## src/rtl/core/tha_pkg.sv

```systemverilog
package tha_pkg;

	// Default history depth and fixed field widths.
	localparam int HIST_DEPTH_DEF = 12;
	localparam int ADC_W          = 12;
	localparam int TEMP_W         = 8;
	localparam int LAST_TEMP_W    = 8;
	localparam int AVG_W          = 11;

	// Millivolt conversion: mV = (ADC_MV_SCALE * code) >> ADC_SHIFT.
	localparam int ADC_MV_SCALE   = 1200;
	localparam int ADC_SHIFT      = 12;
	localparam int MV_W           = 11;
	localparam int MV_PROD_W      = ADC_W + MV_W;

	// Degrees: DEG_OFFSET + trunc((mV - MV_OFFSET) / 10).
	localparam int MV_OFFSET      = 750;
	localparam int DEG_OFFSET     = 25;
	localparam int DIFF_W         = 12;
	localparam int DIFF_MAG_W     = 10;

	// Division by ten as a reciprocal multiply, exact for magnitudes below 1029.
	localparam int RECIP_TEN      = 205;
	localparam int RECIP_SHIFT    = 11;
	localparam int RECIP_W        = 8;
	localparam int RECIP_PROD_W   = DIFF_MAG_W + RECIP_W;

	// Controller states.
	typedef enum logic [2:0] {
		ST_IDLE,
		ST_CONV,
		ST_STORE,
		ST_SUM,
		ST_SCALE,
		ST_DIV,
		ST_FINISH
	} state_t;

endpackage

```

## src/rtl/core/temperature_history_averager_unit.sv

```systemverilog
// Temperature history averager: converts ADC samples to degrees, keeps a ring of them in a RAM,
// and averages the ring on a button press edge.
// A good sample goes through convert, store and finish; an error sample or a poll without a press
// edge goes to finish; a press walks the RAM reads, scales the sum and runs the bit-serial divider.
// A new item is taken only in idle; a stalled output holds the unit in finish.
// Reset clears counters, button history, latest temperature and output valid; the RAM is not cleared.
module temperature_history_averager_unit #(
	parameter int HISTORY_DEPTH = tha_pkg::HIST_DEPTH_DEF
) (
	input  logic                                   clk,
	input  logic                                   arst_n,
	input  logic                                   in_valid,
	output logic                                   in_stall,
	input  logic                                   kind,
	input  logic [tha_pkg::ADC_W-1:0]              adc_code,
	input  logic                                   adc_error,
	input  logic                                   button_level,
	output logic                                   out_valid,
	input  logic                                   out_stall,
	output logic signed [tha_pkg::LAST_TEMP_W-1:0] last_temperature,
	output logic signed [tha_pkg::AVG_W-1:0]       average_tenths,
	output logic                                   average_valid,
	output logic                                   overflow_led
);

	localparam int SLOT_W = (HISTORY_DEPTH > 1) ? $clog2(HISTORY_DEPTH) : 1;
	localparam int CNT_W  = $clog2(HISTORY_DEPTH + 2);
	localparam int SUM_W  = tha_pkg::TEMP_W + $clog2(HISTORY_DEPTH + 1);
	localparam int PROD_W = SUM_W + 4;

	tha_pkg::state_t state_q, state_d;

	logic                              prev_button_q;
	logic [CNT_W-1:0]                  count_q;
	logic [SLOT_W-1:0]                 slot_q;
	logic [tha_pkg::TEMP_W-1:0]        latest_q;
	logic [tha_pkg::ADC_W-1:0]         code_q;
	logic [tha_pkg::MV_W-1:0]          mv_q;
	logic [CNT_W-1:0]                  n_q;
	logic [CNT_W-1:0]                  idx_q;
	logic                              rd_vld_s1;
	logic [SUM_W-1:0]                  sum_q;
	logic                              neg_q;
	logic [tha_pkg::AVG_W-1:0]         avg_res_q;
	logic                              avg_vld_q;

	logic                              out_valid_q;
	logic [tha_pkg::TEMP_W-1:0]        out_temp_q;
	logic [tha_pkg::AVG_W-1:0]         out_avg_q;
	logic                              out_avg_vld_q;
	logic                              out_ovf_q;

	logic                              accept;
	logic                              press_edge;
	logic                              out_free;
	logic                              ram_we;
	logic                              rd_issue;
	logic                              div_start;
	logic                              out_load;
	logic                              div_done;
	logic [PROD_W-1:0]                 div_quo;
	logic [tha_pkg::TEMP_W-1:0]        rd_data;

	logic [tha_pkg::MV_PROD_W-1:0]     mv_prod;
	logic [tha_pkg::DIFF_W-1:0]        diff;
	logic                              diff_neg;
	logic [tha_pkg::DIFF_W-1:0]        diff_abs;
	logic [tha_pkg::RECIP_PROD_W-1:0]  q_prod;
	logic [tha_pkg::TEMP_W-1:0]        deg_q10;
	logic [tha_pkg::TEMP_W-1:0]        temp;
	logic [PROD_W-1:0]                 sum_ext;
	logic [PROD_W-1:0]                 prod;
	logic [PROD_W-1:0]                 prod_mag;
	logic [PROD_W-1:0]                 avg_full;

	assign accept     = in_valid && !in_stall;
	assign press_edge = button_level && !prev_button_q;
	assign out_free   = !out_valid_q || !out_stall;

	// Next state.
	always_comb begin
		state_d = state_q;
		case (state_q)
			tha_pkg::ST_IDLE: begin
				if (in_valid) begin
					if (!kind) begin
						state_d = adc_error ? tha_pkg::ST_FINISH : tha_pkg::ST_CONV;
					end else if (press_edge && (count_q != '0)) begin
						state_d = tha_pkg::ST_SUM;
					end else begin
						state_d = tha_pkg::ST_FINISH;
					end
				end
			end
			tha_pkg::ST_CONV:  state_d = tha_pkg::ST_STORE;
			tha_pkg::ST_STORE: state_d = tha_pkg::ST_FINISH;
			tha_pkg::ST_SUM: begin
				if ((idx_q == n_q) && !rd_vld_s1) begin
					state_d = tha_pkg::ST_SCALE;
				end
			end
			tha_pkg::ST_SCALE: state_d = tha_pkg::ST_DIV;
			tha_pkg::ST_DIV: begin
				if (div_done) begin
					state_d = tha_pkg::ST_FINISH;
				end
			end
			tha_pkg::ST_FINISH: begin
				if (out_free) begin
					state_d = tha_pkg::ST_IDLE;
				end
			end
			default: state_d = tha_pkg::ST_IDLE;
		endcase
	end

	// Control outputs of the state machine.
	always_comb begin
		in_stall  = (state_q != tha_pkg::ST_IDLE);
		ram_we    = (state_q == tha_pkg::ST_STORE);
		rd_issue  = (state_q == tha_pkg::ST_SUM) && (idx_q != n_q);
		div_start = (state_q == tha_pkg::ST_SCALE);
		out_load  = (state_q == tha_pkg::ST_FINISH) && out_free;
	end

	// Sample conversion: millivolts, then whole degrees with truncation toward zero.
	always_comb begin
		mv_prod  = tha_pkg::MV_PROD_W'(code_q) * tha_pkg::MV_PROD_W'(tha_pkg::ADC_MV_SCALE);
		diff     = {1'b0, mv_q} - tha_pkg::DIFF_W'(tha_pkg::MV_OFFSET);
		diff_neg = diff[tha_pkg::DIFF_W-1];
		diff_abs = diff_neg ? (~diff + tha_pkg::DIFF_W'(1)) : diff;
		q_prod   = tha_pkg::RECIP_PROD_W'(diff_abs[tha_pkg::DIFF_MAG_W-1:0])
			* tha_pkg::RECIP_PROD_W'(tha_pkg::RECIP_TEN);
		deg_q10  = tha_pkg::TEMP_W'(q_prod[tha_pkg::RECIP_PROD_W-1:tha_pkg::RECIP_SHIFT]);
		temp     = diff_neg ? (tha_pkg::TEMP_W'(tha_pkg::DEG_OFFSET) - deg_q10)
			: (tha_pkg::TEMP_W'(tha_pkg::DEG_OFFSET) + deg_q10);
	end

	// Sum times ten as shifts, split into sign and magnitude for the divider.
	always_comb begin
		sum_ext  = {{(PROD_W - SUM_W){sum_q[SUM_W-1]}}, sum_q};
		prod     = (sum_ext << 3) + (sum_ext << 1);
		prod_mag = prod[PROD_W-1] ? (~prod + PROD_W'(1)) : prod;
		avg_full = neg_q ? (~div_quo + PROD_W'(1)) : div_quo;
	end

	// Control registers.
	always_ff @(posedge clk or negedge arst_n) begin
		if (!arst_n) begin
			state_q       <= tha_pkg::ST_IDLE;
			prev_button_q <= 1'b0;
			count_q       <= '0;
			slot_q        <= '0;
			latest_q      <= '0;
			idx_q         <= '0;
			rd_vld_s1     <= 1'b0;
			out_valid_q   <= 1'b0;
		end else begin
			state_q   <= state_d;
			rd_vld_s1 <= rd_issue;
			if (accept) begin
				idx_q <= '0;
				if (kind) begin
					prev_button_q <= button_level;
					if (press_edge) begin
						count_q <= '0;
						slot_q  <= '0;
					end
				end
			end
			if (ram_we) begin
				latest_q <= temp;
				slot_q   <= (slot_q == SLOT_W'(HISTORY_DEPTH - 1)) ? '0 : slot_q + SLOT_W'(1);
				if (count_q <= CNT_W'(HISTORY_DEPTH)) begin
					count_q <= count_q + CNT_W'(1);
				end
			end
			if (rd_issue) begin
				idx_q <= idx_q + CNT_W'(1);
			end
			if (out_load) begin
				out_valid_q <= 1'b1;
			end else if (!out_stall) begin
				out_valid_q <= 1'b0;
			end
		end
	end

	// Datapath registers.
	always_ff @(posedge clk) begin
		if (accept) begin
			code_q    <= adc_code;
			sum_q     <= '0;
			avg_res_q <= '0;
			avg_vld_q <= 1'b0;
			n_q       <= (count_q > CNT_W'(HISTORY_DEPTH)) ? CNT_W'(HISTORY_DEPTH) : count_q;
		end
		if (state_q == tha_pkg::ST_CONV) begin
			mv_q <= mv_prod[tha_pkg::ADC_SHIFT +: tha_pkg::MV_W];
		end
		if (rd_vld_s1) begin
			sum_q <= sum_q + {{(SUM_W - tha_pkg::TEMP_W){rd_data[tha_pkg::TEMP_W-1]}}, rd_data};
		end
		if (div_start) begin
			neg_q <= prod[PROD_W-1];
		end
		if ((state_q == tha_pkg::ST_DIV) && div_done) begin
			avg_res_q <= avg_full[tha_pkg::AVG_W-1:0];
			avg_vld_q <= 1'b1;
		end
		if (out_load) begin
			out_temp_q    <= latest_q;
			out_avg_q     <= avg_res_q;
			out_avg_vld_q <= avg_vld_q;
			out_ovf_q     <= (count_q > CNT_W'(HISTORY_DEPTH));
		end
	end

	// History ring.
	tha_ram #(
		.WIDTH (tha_pkg::TEMP_W),
		.DEPTH (HISTORY_DEPTH),
		.ADDR_W(SLOT_W)
	) u_history (
		.clk    (clk),
		.wr_en  (ram_we),
		.wr_addr(slot_q),
		.wr_data(temp),
		.rd_addr(idx_q[SLOT_W-1:0]),
		.rd_data(rd_data)
	);

	// Bit-serial divider for the average.
	tha_div #(
		.DVD_W(PROD_W),
		.DVS_W(CNT_W)
	) u_div (
		.clk     (clk),
		.arst_n  (arst_n),
		.start   (div_start),
		.dividend(prod_mag),
		.divisor (n_q),
		.done    (div_done),
		.quotient(div_quo)
	);

	// Result beat.
	assign out_valid        = out_valid_q;
	assign last_temperature = out_temp_q;
	assign average_tenths   = out_avg_q;
	assign average_valid    = out_avg_vld_q;
	assign overflow_led     = out_ovf_q;

endmodule

```

## src/rtl/core/tha_ram.sv

```systemverilog
module tha_ram #(
	parameter int WIDTH = tha_pkg::TEMP_W,
	parameter int DEPTH = tha_pkg::HIST_DEPTH_DEF,
	parameter int ADDR_W = (DEPTH > 1) ? $clog2(DEPTH) : 1
) (
	input  logic              clk,
	input  logic              wr_en,
	input  logic [ADDR_W-1:0] wr_addr,
	input  logic [WIDTH-1:0]  wr_data,
	input  logic [ADDR_W-1:0] rd_addr,
	output logic [WIDTH-1:0]  rd_data
);

	logic [WIDTH-1:0] mem_q [DEPTH];

	// One write port and one read port with registered read data.
	always_ff @(posedge clk) begin
		if (wr_en) begin
			mem_q[wr_addr] <= wr_data;
		end
		rd_data <= mem_q[rd_addr];
	end

endmodule

```

## src/rtl/core/tha_div.sv

```systemverilog
module tha_div #(
	parameter int DVD_W = 15,
	parameter int DVS_W = 4
) (
	input  logic             clk,
	input  logic             arst_n,
	input  logic             start,
	input  logic [DVD_W-1:0] dividend,
	input  logic [DVS_W-1:0] divisor,
	output logic             done,
	output logic [DVD_W-1:0] quotient
);

	localparam int CNT_W = $clog2(DVD_W + 1);

	logic             busy_q;
	logic             done_q;
	logic [CNT_W-1:0] cnt_q;
	logic [DVS_W-1:0] rem_q;
	logic [DVD_W-1:0] quo_q;
	logic [DVS_W-1:0] dvs_q;
	logic [DVS_W:0]   trial;
	logic [DVS_W:0]   diff;
	logic             ge;

	// One restoring step: shift in the next dividend bit and try the subtract.
	always_comb begin
		trial = {rem_q, quo_q[DVD_W-1]};
		diff  = trial - {1'b0, dvs_q};
		ge    = (trial >= {1'b0, dvs_q});
	end

	// Control of the iteration, one quotient bit per cycle.
	always_ff @(posedge clk or negedge arst_n) begin
		if (!arst_n) begin
			busy_q <= 1'b0;
			done_q <= 1'b0;
			cnt_q  <= '0;
		end else begin
			done_q <= 1'b0;
			if (start) begin
				busy_q <= 1'b1;
				cnt_q  <= '0;
			end else if (busy_q) begin
				cnt_q <= cnt_q + CNT_W'(1);
				if (cnt_q == CNT_W'(DVD_W - 1)) begin
					busy_q <= 1'b0;
					done_q <= 1'b1;
				end
			end
		end
	end

	// Remainder and quotient datapath.
	always_ff @(posedge clk) begin
		if (start) begin
			rem_q <= '0;
			quo_q <= dividend;
			dvs_q <= divisor;
		end else if (busy_q) begin
			rem_q <= ge ? diff[DVS_W-1:0] : trial[DVS_W-1:0];
			quo_q <= {quo_q[DVD_W-2:0], ge};
		end
	end

	assign done     = done_q;
	assign quotient = quo_q;

endmodule
```

## config.mk

```make
export PLATFORM = sky130hd
export DESIGN_NAME = temperature_history_averager_unit
export DESIGN_NICKNAME = d
export VERILOG_FILES = /design/src/rtl/core/tha_pkg.sv /design/src/rtl/core/temperature_history_averager_unit.sv /design/src/rtl/core/tha_ram.sv /design/src/rtl/core/tha_div.sv
export SDC_FILE = /design/constraint.sdc
export NUM_CORES = 1
export LEC_CHECK = 0
export BUFFER_PORTS_ARGS = -buffer_cell sky130_fd_sc_hd__buf_2
export CORE_MARGIN = 1
export CORE_UTILIZATION = 50
export DETAILED_ROUTE_END_ITERATION = 10
export MAX_ROUTING_LAYER = met4
export PLACE_DENSITY_LB_ADDON = 0.2
export SLEW_MARGIN = 30
export SYNTH_ARGS = -nofsm -noshare
export SYNTH_HDL_FRONTEND = slang
export SYNTH_SLANG_ARGS = --single-unit
export TNS_END_PERCENT = 50
```

## constraint.sdc

```tcl
create_clock -name clk -period 12 [get_ports clk]
set_input_delay 0.6 -clock clk [delete_from_list [all_inputs] [get_ports clk]]
set_output_delay 0.6 -clock clk [all_outputs]
set_load 0.01 [all_outputs]
```

### Word level (Yosys, flattened, before mapping)

Memory sizes are Yosys's and may differ from the RTL's. A register that Yosys moved wholly into a read port is not among the register bits.
Index checks and enable logic that the tools add are counted.

* bitwise gates (word level): 3
* eq/ne operators: 15
* multiplexer cells: 43
* multipliers: 2
* magnitude comparators: 3
* add/subtract/negate cells: 13
* reductions and logical operators: 26

Operators with widths (number)
* 2-to-1 mux 4 bit: 13
* 2-to-1 mux 16 bit: 3
* 2-to-1 mux 11 bit: 3
* 2-to-1 mux 12 bit: 2
* 2-to-1 mux 3 bit: 7
* one-hot mux 3 bit (7 select lines): 1
* multiplier 12 x 7 -> 19 bit (second input constant): 1
* multiplier 10 x 8 -> 18 bit (second input constant): 1
* adder 15 x 13 -> 16 bit: 1
* adder 16 x 1 -> 16 bit (second input constant): 1
* inverter 16 bit: 1
* nonzero test 2 bit: 7
* adder 12 bit: 1
* adder 4 x 1 -> 4 bit (second input constant): 3
* subtractor 11 x 10 -> 12 bit (second input constant): 1
* adder 11 x 1 -> 11 bit (second input constant): 1
* inverter 11 bit: 1
* adder 10 x 1 -> 10 bit (second input constant): 1
* 2-to-1 mux 1 bit: 10
* 2-to-1 mux 10 bit: 1
* 2-to-1 mux 5 bit: 2
* inverter 10 bit: 1
* == test 3 bit (second input constant): 3
* adder 5 x 7 -> 8 bit (first input constant): 1
* 24 further kinds: 38

* register bits: 130
* bits in writable memories: 96
* bits of input ports: 19
* memories: 1
* output and inout port bits: 23

Memory list
* u_history.mem_q: words 12, bits a word 8, read ports 1, clocked after memory_dff 1, write ports 1, line tha_ram.sv:14 `logic [WIDTH-1:0] mem_q [DEPTH];`

### Longest topological paths before layout

Gate-level depths: netlist of the first run.

* depth in word-level cells: 7
* mapped depth: 30
* mapped depth without buffers: 28

### By module

From an unflattened synthesis of the first run, not the netlist that was laid out.

* cell total of the unflattened synthesis: 1172
* area total of the unflattened synthesis: 13957.1 um^2

Modules (own cells, without submodules)
* temperature_history_averager_unit: cells each 881, times used 1, area an instance 8620.8 um^2
* tha_ram: cells each 182, times used 1, area an instance 3873.7 um^2
* tha_div: cells each 109, times used 1, area an instance 1462.7 um^2

### Worst setup path before layout of the first run

Ideal clock, no wire load.

* path type: reg2reg
* start point: reg mv_q[1] in the netlist's numbering
* end point: mem u_history.mem_q[0][7] in the netlist's numbering (data pin)
* library setup time: 299 ps
* arrival: 6372 ps
* path slack: 5329 ps
* stages on the path, launching flop included: 28
* cell sequence: edfxtp_1 -> ha_1 -> buf_2 -> a21oi_1 -> o21ai_2 -> clkbuf_1 -> o21ai_0 -> o221ai_1 -> xor2_1 -> ha_1 -> inv_1 -> fa_1 -> inv_1 -> fa_1 -> inv_1 -> fa_1 -> inv_1 -> ha_1 -> nand3_1 -> nor3_1 -> a31oi_4 -> o21bai_2 -> xor2_2 -> inv_1 -> ha_1 -> nor3_1 -> a21oi_1 -> o21ai_0

* word-level cells in the longest chain between the ends: 7
* elaborated cells between the ends (all ways): 8
* those cells by class: 4 x add/sub; 1 x mul; 2 x mux; 1 x bitwise

Ends and longest elaborated chain
* start: declaration: line temperature_history_averager_unit.sv:38 `logic [tha_pkg::MV_W-1:0] mv_q;`
* start signal: assignment: line temperature_history_averager_unit.sv:199 `mv_q <= mv_prod[tha_pkg::ADC_SHIFT +: tha_pkg::MV_W];`
* subtractor 11 x 10 -> 12 bit *: line temperature_history_averager_unit.sv:129 `diff = {1'b0, mv_q} - tha_pkg::DIFF_W'(tha_pkg::MV_OFFSET);`
* inverter 10 bit: line temperature_history_averager_unit.sv:131 `diff_abs = diff_neg ? (~diff + tha_pkg::DIFF_W'(1)) : diff;`
* adder 10 x 1 -> 10 bit: line temperature_history_averager_unit.sv:131
* 2-to-1 mux 10 bit: line temperature_history_averager_unit.sv:131
* multiplier 10 x 8 -> 18 bit: line temperature_history_averager_unit.sv:133 `* tha_pkg::RECIP_PROD_W'(tha_pkg::RECIP_TEN);`
* adder 5 x 7 -> 8 bit or subtractor 5 x 7 -> 8 bit (tied branches): line temperature_history_averager_unit.sv:136, temperature_history_averager_unit.sv:135
* 2-to-1 mux 8 bit *: line temperature_history_averager_unit.sv:135 `temp = diff_neg ? (tha_pkg::TEMP_W'(tha_pkg::DEG_OFFSET) - deg_q10)`
* via temp, one bit: line temperature_history_averager_unit.sv:70 `logic [tha_pkg::TEMP_W-1:0] temp;`
* end: declaration: line tha_ram.sv:14

The timed path passes the listed nets; every way through them passes the cells marked *.

### Worst setup path after layout of the first run

* start point: reg mv_q[1] in the netlist's numbering
* end point: reg latest_q[5] in the netlist's numbering

* word-level cells in the longest chain between the ends: 7
* elaborated cells between the ends (all ways): 8
* those cells by class: 4 x add/sub; 1 x mul; 2 x mux; 1 x bitwise

Ends and longest elaborated chain
* subtractor 11 x 10 -> 12 bit *: line temperature_history_averager_unit.sv:129
* inverter 10 bit: line temperature_history_averager_unit.sv:131
* adder 10 x 1 -> 10 bit: line temperature_history_averager_unit.sv:131
* 2-to-1 mux 10 bit: line temperature_history_averager_unit.sv:131
* multiplier 10 x 8 -> 18 bit: line temperature_history_averager_unit.sv:133
* adder 5 x 7 -> 8 bit or subtractor 5 x 7 -> 8 bit (tied branches): line temperature_history_averager_unit.sv:136, temperature_history_averager_unit.sv:135
* 2-to-1 mux 8 bit *: line temperature_history_averager_unit.sv:135
* via temp, one bit: line temperature_history_averager_unit.sv:70
* end signal: assignment: line temperature_history_averager_unit.sv:172 `latest_q <= temp;`
* end: declaration: line temperature_history_averager_unit.sv:36 `logic [tha_pkg::TEMP_W-1:0] latest_q;`

Marks and branches as above.
A chain may end at the register's enable or synchronous reset.

==> summary.txt, run 1 <==
Worst hold path
  – Hold/Removal Path Class: in2async

Run
  – Max-Cap Viols: 0

Synthesis
  – Top FF cell, synth: edfxtp_1
  – Post-synthesis net count: approximately 1,400
  – Ys async rst share: 14.1%
  – Yosys cell types: 70
  – Yosys reg bits: around 230
  – Register area share after synthesis: around 49%
  – Cells after synthesis: roughly 1,200
  – Post-synth EDFFs: about 190
  – Syn avg cell area: 11.8 µm²
  – Synthesized area: about 0.014 mm²
  – Synth warn: 0

Floorplanning
  – Initial core utilization: approximately half
  – FP Rows: 60
  – CORE AREA: about 0.027 mm²
  – Die height: 169 µm
  – DIE AREA: between 0.02 and 0.03 mm²
  – Die width: between 150 and 200 µm
  – IO Pins: 42

Outcome
  – Status: finished clean

Setup path
  – Crit path DAT: 7.95 ns
  – Setup slack, reg-to-reg: about 4.5 ns
  – CP startpoint: mv_q[1]
  – CP endpoint kind: flip-flop
  – Worst path required time: approximately 12 ns
  – Worst reg2reg endpoint: latest_q[5]
  – CP max FO: 19
  – WS Path Type: reg2reg
  – Worst R2R Start: mv_q[1]
  – CP startpoint kind: flip-flop
  – R2r worst-path depth: 26
  – Crit path to: latest_q[5]

Routing
  – Drt via density: about 5.4
  – Via count: slightly below 9,000
  – Antenna viol nets, final: 0
  – Final WL: roughly 26,000 µm
  – Drt wl/cell: ~16 µm
  – Drt pass-1 iters: 5
  – Iter 0 DRT Violations: a little under 600
  – DRC Markers: 0

Global route
  – GRT overflow: 0
  – Vias in the first global route: 8,625
  – Global Route Usage Sum: approximately 20%
  – Pin count of the biggest net entering global routing: 34
  – First-pass GRT wire length: approximately 44,000 µm
  – Initial antenna violation count: 0

Timing
  – Setup TNS: 0 ns
  – Clock skew: around 0.021 ns
  – Slew @ Worst Pin: around 0.95 ns
  – Post-layout min period: 7.47 ns
  – Highest Clock Rate: between 100 and 150 MHz
  – RSZ-0062 raised after global routing: false
  – Final Setup Violations: 0
  – Max-slew violation count: 0
  – Slew HR: 36.3%
  – Hold Fails Final Rpt: 0
  – Final period util: just over 60%

Final layout
  – Multi-input combinational cell area: ~0.0066 mm²
  – Final net count: 1,401
  – Inserted Diodes: 0
  – Filler Cell Count: about 2,200
  – Area Overhead vs Synth: 11.0%
  – Share of cells above drive strength 1: 11.2%
  – Storage cell area: 0.00673 mm²

Clock tree
  – Root Buffer: clkbuf_16
  – H-tree depth: 1
  – Clk sink count: about 230
  – Post_cts resized: 0
  – Num CTS Buffers: 25
  – CTS tree: built
  – Post-CTS setup buffer count: 0
  – Latest clock arrival within the worst-skew pair: 0.54 ns
  – Clock slew at reported path FFs: 0.06 ns
  – Clk buf depth: 3
  – Cts hold-fix bufs: 0

Place
  – Gpl congestion: about 0.8
  – DP Wirelength: roughly 19,000 µm
  – Port Buf Inserts: approximately 40
## cell usage after synthesis, types with 9 or more instances
master	n	area share [%]
edfxtp_1	188	41
ha_1	139	13
inv_1	117	3.2
nand2_1	90	2.4
nor2_1	69	1.9
o21ai_0	66	2.4
xnor2_1	43	2.7
a21oi_1	37	1.3
xor2_1	35	2.2
dfrtp_1	33	6.0
fa_1	32	4.6
clkbuf_1	31	0.84
mux4_2	24	3.9
nor3_1	22	0.79
and2_1	20	0.90
nand3_1	20	0.72
mux2i_1	16	1.2
a21o_1	15	0.81
dfxtp_1	13	1.9
nand4_1	13	0.59
and3_1	12	0.54
nor2b_1	11	0.50
or3_1	11	0.50
nand2b_1	10	0.45
a211oi_1	9	0.49
## critical path, stage by stage, from the launching register on
cell	delay [ns]
edfxtp_1	0.48
ha_1	0.36
a21oi_1	0.20
o21ai_2	0.66
o21ai_0	0.20
o221ai_1	0.12
xor2_1	0.30
ha_1	0.22
inv_1	0.05
fa_1	0.48
inv_1	0.06
fa_1	0.53
inv_1	0.05
fa_1	0.53
inv_1	0.04
ha_1	0.28
nand3_1	0.08
nor3_1	0.41
a31oi_4	0.23
o21bai_2	0.20
xor2_2	0.26
inv_1	0.08
ha_1	0.23
nor3_1	0.19
o22ai_1	0.11
xnor2_1	0.76
mux2_2	0.29
## how the worst min path moves through the flow
| stage | slack, ns | end | cells after the start | from |
|---|---|---|---|---|
| floorplan | 0.30 | count_q[0] | 0 | arst_n |
| global placement | 0.40 | average_tenths[10] | 0 | avg_res_q[10] |
| detailed placement | 0.40 | average_tenths[3] | 0 | avg_res_q[3] |
| CTS | 0.19 | count_q[1] | 1 | arst_n |
| global route | 0.23 | latest_q[7] | 1 | arst_n |
| finish | 0.16 | count_q[1] | 1 | arst_n |
## cell usage in the layout, fill, tap and decap left out, types with 4 or more instances in the layout
cell / netlist / routed
nor2b_1: 11 / 11
a31oi_1: 5 / 5
bufinv_16: 0 / 8
fa_1: 32 / 32
inv_1: 117 / 117
mux2i_1: 16 / 16
nor3_1: 22 / 22
edfxtp_1: 188 / 188
clkbuf_16: 0 / 25
buf_2: 3 / 41
xor2_1: 35 / 35
and3_1: 12 / 12
o21ai_0: 66 / 65
o21a_1: 5 / 5
nand3b_1: 5 / 5
dfrtp_1: 33 / 32
ha_1: 139 / 139
a211o_1: 4 / 4
dfxtp_1: 13 / 13
o41ai_1: 4 / 4
or3_1: 11 / 11
o31ai_1: 6 / 6
xnor2_1: 43 / 41
clkinv_1: 0 / 5
mux2_2: 6 / 6
buf_4: 0 / 7
a211oi_1: 9 / 9
nor3b_1: 5 / 5
a21o_1: 15 / 15
nor2_1: 69 / 69
or2_2: 5 / 5
mux4_2: 24 / 24
a21oi_1: 37 / 36
nand2b_1: 10 / 10
nand2_1: 90 / 90
and2_1: 20 / 20
nand4_1: 13 / 13
nand3_1: 20 / 20
## final cells by class
type	instances	area share (%)
clock buffer	28	4.14
clock inverter	18	2.01
inverter	117	2.85
multi-input combinational	785	42.6
sequential	234	43.7
tap	372	3.02
timing repair buffer	48	1.67
## sequential cells by signal (all words and copies together), names as in the netlist, 5 cells and up
register           count
mv_q                  11
u_history.rd_data      8
avg_res_q             11
latest_q               8
average_tenths        11
u_history.mem_q       96
sum_q                 12
code_q                12
last_temperature       8
u_div.cnt_q            5
u_div.quotient        16
## stage by stage
| step | instance area (µm²) | std cells | hold slack (ns) | setup WS (ns) | utilization (%) |
|---|---|---|---|---|---|
| final | 15400 | 1602 | 0.158 | 4.53 | 56.8 |
| after global routing | 15400 | 1602 | 0.227 | 4.05 | 56.8 |
| after CTS | 15400 | 1602 | 0.187 | 4.49 | 56.8 |
| after detailed placement | 14400 | 1556 | 0.405 | 4.51 | 53.3 |
| after global placement | 14400 | 1556 | 0.404 | 4.77 | 53.3 |
| after floorplan | 13900 | 1175 | 0.304 | 5.33 | - |
## per-layer routing
layer | wire [µm] | up-vias | GRT usage (%)
met2 | 12600 | 147 | 33.4
met5 | 0 | - | -
li1 | - | 4281 | -
met1 | 12500 | 4203 | 26.9
met3 | 1000 | 35 | 2.53
met4 | 389 | 0 | 4.03
## cell families after synthesis
group                      share of synthesized area, %
buffers and inverters                              4.30
muxes                                              5.54
adders and majority gates                          17.2
xor gates and xnor gates                           5.28
AOI/OAI and AO/OA                                  8.62
DFF                                                48.5
and+or+nand+nor                                    10.6
Power of run 1 is not shown: default switching activity piles up to over one toggle a cycle in this logic, so the estimate is an artifact.
==> run 2, diff against run 1 <==
Clock period 12 ns to 7.6 ns, I/O delays scaled along.
==> run 2 against run 1 <==
- maximum frequency rose by 6.7%
- die area unchanged
- first-iteration DRC count decreased by 7.6%
- via count shrank 0.44%
- critical path type unchanged
- final cell count increased by 0.62%
- final area about the same
- sequential share of layout area about the same
- register-to-register slack worse by 3.9 ns
- core utilization about the same
- routed wire length shrank 1.1%
- setup slack worse by 3.9 ns
- non-clock buffer count increased by 9
==> summary.txt, run 2 (synthesis gave the netlist of run 1 again) <==
Outcome
  – Status: finished clean (unchanged)

Place
  – Placed cells: 1,560 (was 1,556)
  – Gpl congestion: 0.838 (was 0.809)
  – Port Buf Inserts: 41 (unchanged)
  – DP Wirelength: 18,900 µm (about the same)
  – Placed Area: 0.0145 mm² (was 0.0144 mm²)

Final layout
  – Most frequent cells in the layout: 188 x edfxtp_1, 139 x ha_1, 117 x inv_1 (unchanged)
  – Top reg by flops: u_history.mem_q (unchanged)
  – Area Overhead vs Synth: 11.0% (about the same)
  – Final net count: 1,410 (was 1,401)
  – Filler Cell Count: 2,255 (was 2,241)
  – Storage cell area: 0.00673 mm² (unchanged)
  – Finished Layout Cells: 1,612 (was 1,602)
  – Multi-input combinational cell area: 0.00657 mm² (was 0.00656 mm²)
  – Post-route cell area: 0.0154 mm² (about the same)
  – Max FFs per register: 96 (unchanged)
  – Share of cells above drive strength 1: 11.6% (was 11.2%)
  – Most common cell after layout, fill and taps aside: edfxtp_1 (unchanged)

Global route
  – GRT overflow: 0 (unchanged)
  – First-pass GRT wire length: 43,600 µm (was 44,300 µm)
  – Vias in the first global route: 8,599 (was 8,625)
  – Pin count of the biggest net entering global routing: 34 (unchanged)
  – Initial antenna violation count: 1 (was 0)
  – Global Route Usage Sum: 19.9% (was 20.2%)

Setup path
  – CP startpoint kind: flip-flop (unchanged)
  – CP max FO: 12 (was 19)
  – CP endpoint kind: flip-flop (unchanged)
  – Critical path's slowest cell: fa_1 (was xnor2_1)
  – Worst path required time: 7.82 ns (was 12.48 ns)
  – CP Buf/Inv Count: 5 (unchanged)
  – Largest delay contributor family on the critical path: adder cells (unchanged)
  – WS Path Type: reg2reg (unchanged)
  – Slowest stage delay, CP: 0.55 ns (was 0.76 ns)
  – Crit path DAT: 7.23 ns (was 7.95 ns)

Clock tree
  – Clk buf depth: 3 (unchanged)
  – H-tree depth: 1 (unchanged)
  – Post-CTS setup buffer count: 0 (unchanged)
  – Num CTS Buffers: 25 (unchanged)
  – Clock slew at reported path FFs: 0.06 ns (about the same)
  – Clk sink count: 234 (unchanged)
  – CTS tree: built (unchanged)
  – Root Buffer: clkbuf_16 (unchanged)
  – Latest clock arrival within the worst-skew pair: 0.54 ns (about the same)

Timing
  – Post-layout min period: 7.00 ns (was 7.47 ns)
  – RSZ-0062 raised after global routing: false (unchanged)
  – Setup TNS: 0 ns (unchanged)
  – Clock skew: 0.0156 ns (was 0.0210 ns)
  – Final period util: 92.1% (was 62.2%)
  – Slew @ Worst Pin: 0.932 ns (was 0.950 ns)
  – Max-slew violation count: 0 (unchanged)
  – Final Setup Violations: 0 (unchanged)
  – Highest Clock Rate: 143 MHz (was 134 MHz)
  – Slew HR: 37.9% (was 36.3%)
  – Hold Fails Final Rpt: 0 (unchanged)

Routing
  – DRC Markers: 0 (unchanged)
  – Drt via density: 5.35 (was 5.41)
  – Iter 0 DRT Violations: 549 (was 594)
  – Drt pass-1 iters: 5 (unchanged)
  – Drt wl/cell: 16.2 µm (was 16.5 µm)
  – Final WL: 26,100 µm (was 26,400 µm)
  – Antenna viol nets, final: 0 (unchanged)
  – Via count: 8,628 (was 8,666)

Run
  – Max-Cap Viols: 0 (unchanged)

Floorplanning
  – Die height: 169 µm (unchanged)
  – FP Rows: 60 (unchanged)
  – DIE AREA: 0.0284 mm² (unchanged)
  – Die width: 169 µm (unchanged)
  – CORE AREA: 0.0271 mm² (unchanged)
  – IO Pins: 42 (unchanged)
  – Initial core utilization: 51.2% (unchanged)

Worst hold path
  – Hold/Removal Path Class: in2reg (was in2async)
-- run 2: cell count changes in the layout (fill, tap and decap cells not counted), sizes merged --
cell         delta
buf             +4
inv             +2
dlygate4sd3     +5
diode           +1
clkinv          -1
clkbuf          +3
bufinv          -5
clkinvlp        +1
-- run 2: cell type report --
| type | instances | share of cell area [%] |
|---|---|---|
| inverters | 117 | 2.85 |
| multi-input cells | 785 | 42.7 |
| repair buffers | 57 | 2.20 |
| well taps | 372 | 3.02 |
| flip-flops and latches | 234 | 43.7 |
| clock inverters | 15 | 1.12 |
| clock buffers | 31 | 4.34 |
| diodes | 1 | 0.0163 |
-- run 2: worst paths after layout --
check	start	end	slack, ns	depth (start not counted)
min in group asynchronous	arst_n	count_q[1]	0.50	2
setup / recovery	mv_q[1]	u_history.mem_q[3][7]	0.60	27
max in group asynchronous	arst_n	idx_q[1]	6.52	2
hold / removal	adc_code[2]	code_q[2]	0.02	1
hold reg to reg	avg_res_q[8]	average_tenths[8]	0.42	0
setup reg to reg	mv_q[1]	u_history.mem_q[3][7]	0.60	27
-- run 2: repair_timing --
action                                 in CTS  in global routing
endpoints found under the hold margin      37                  0
resized for setup                           0                  0
hold buffers                                5                  0
-- run 2: per-stage QoR --
step / utilization [%] / worst slack (ns) / hold WS, ns
final: 56.8 / 0.599 / 0.0183
after global routing: 56.8 / 0.130 / 0.00210
after CTS: 56.7 / 0.434 / 0.0000313
after detailed placement: 53.4 / 0.467 / 0.406
after global placement: 53.4 / 0.557 / 0.403
after floorplan: - / 0.929 / 0.0844
-- run 2: metal layers --
layer	share of wire [%]	routed length, µm	global-route usage (%)	vias to the layer above
met2	47	12300	32.2	135
li1	-	-	-	4311
met1	48	12500	26.9	4145
met3	3.7	960	2.55	37
met5	0	0	-	-
met4	1.6	418	4.43	0
Power of run 2 is left out for the same reason.
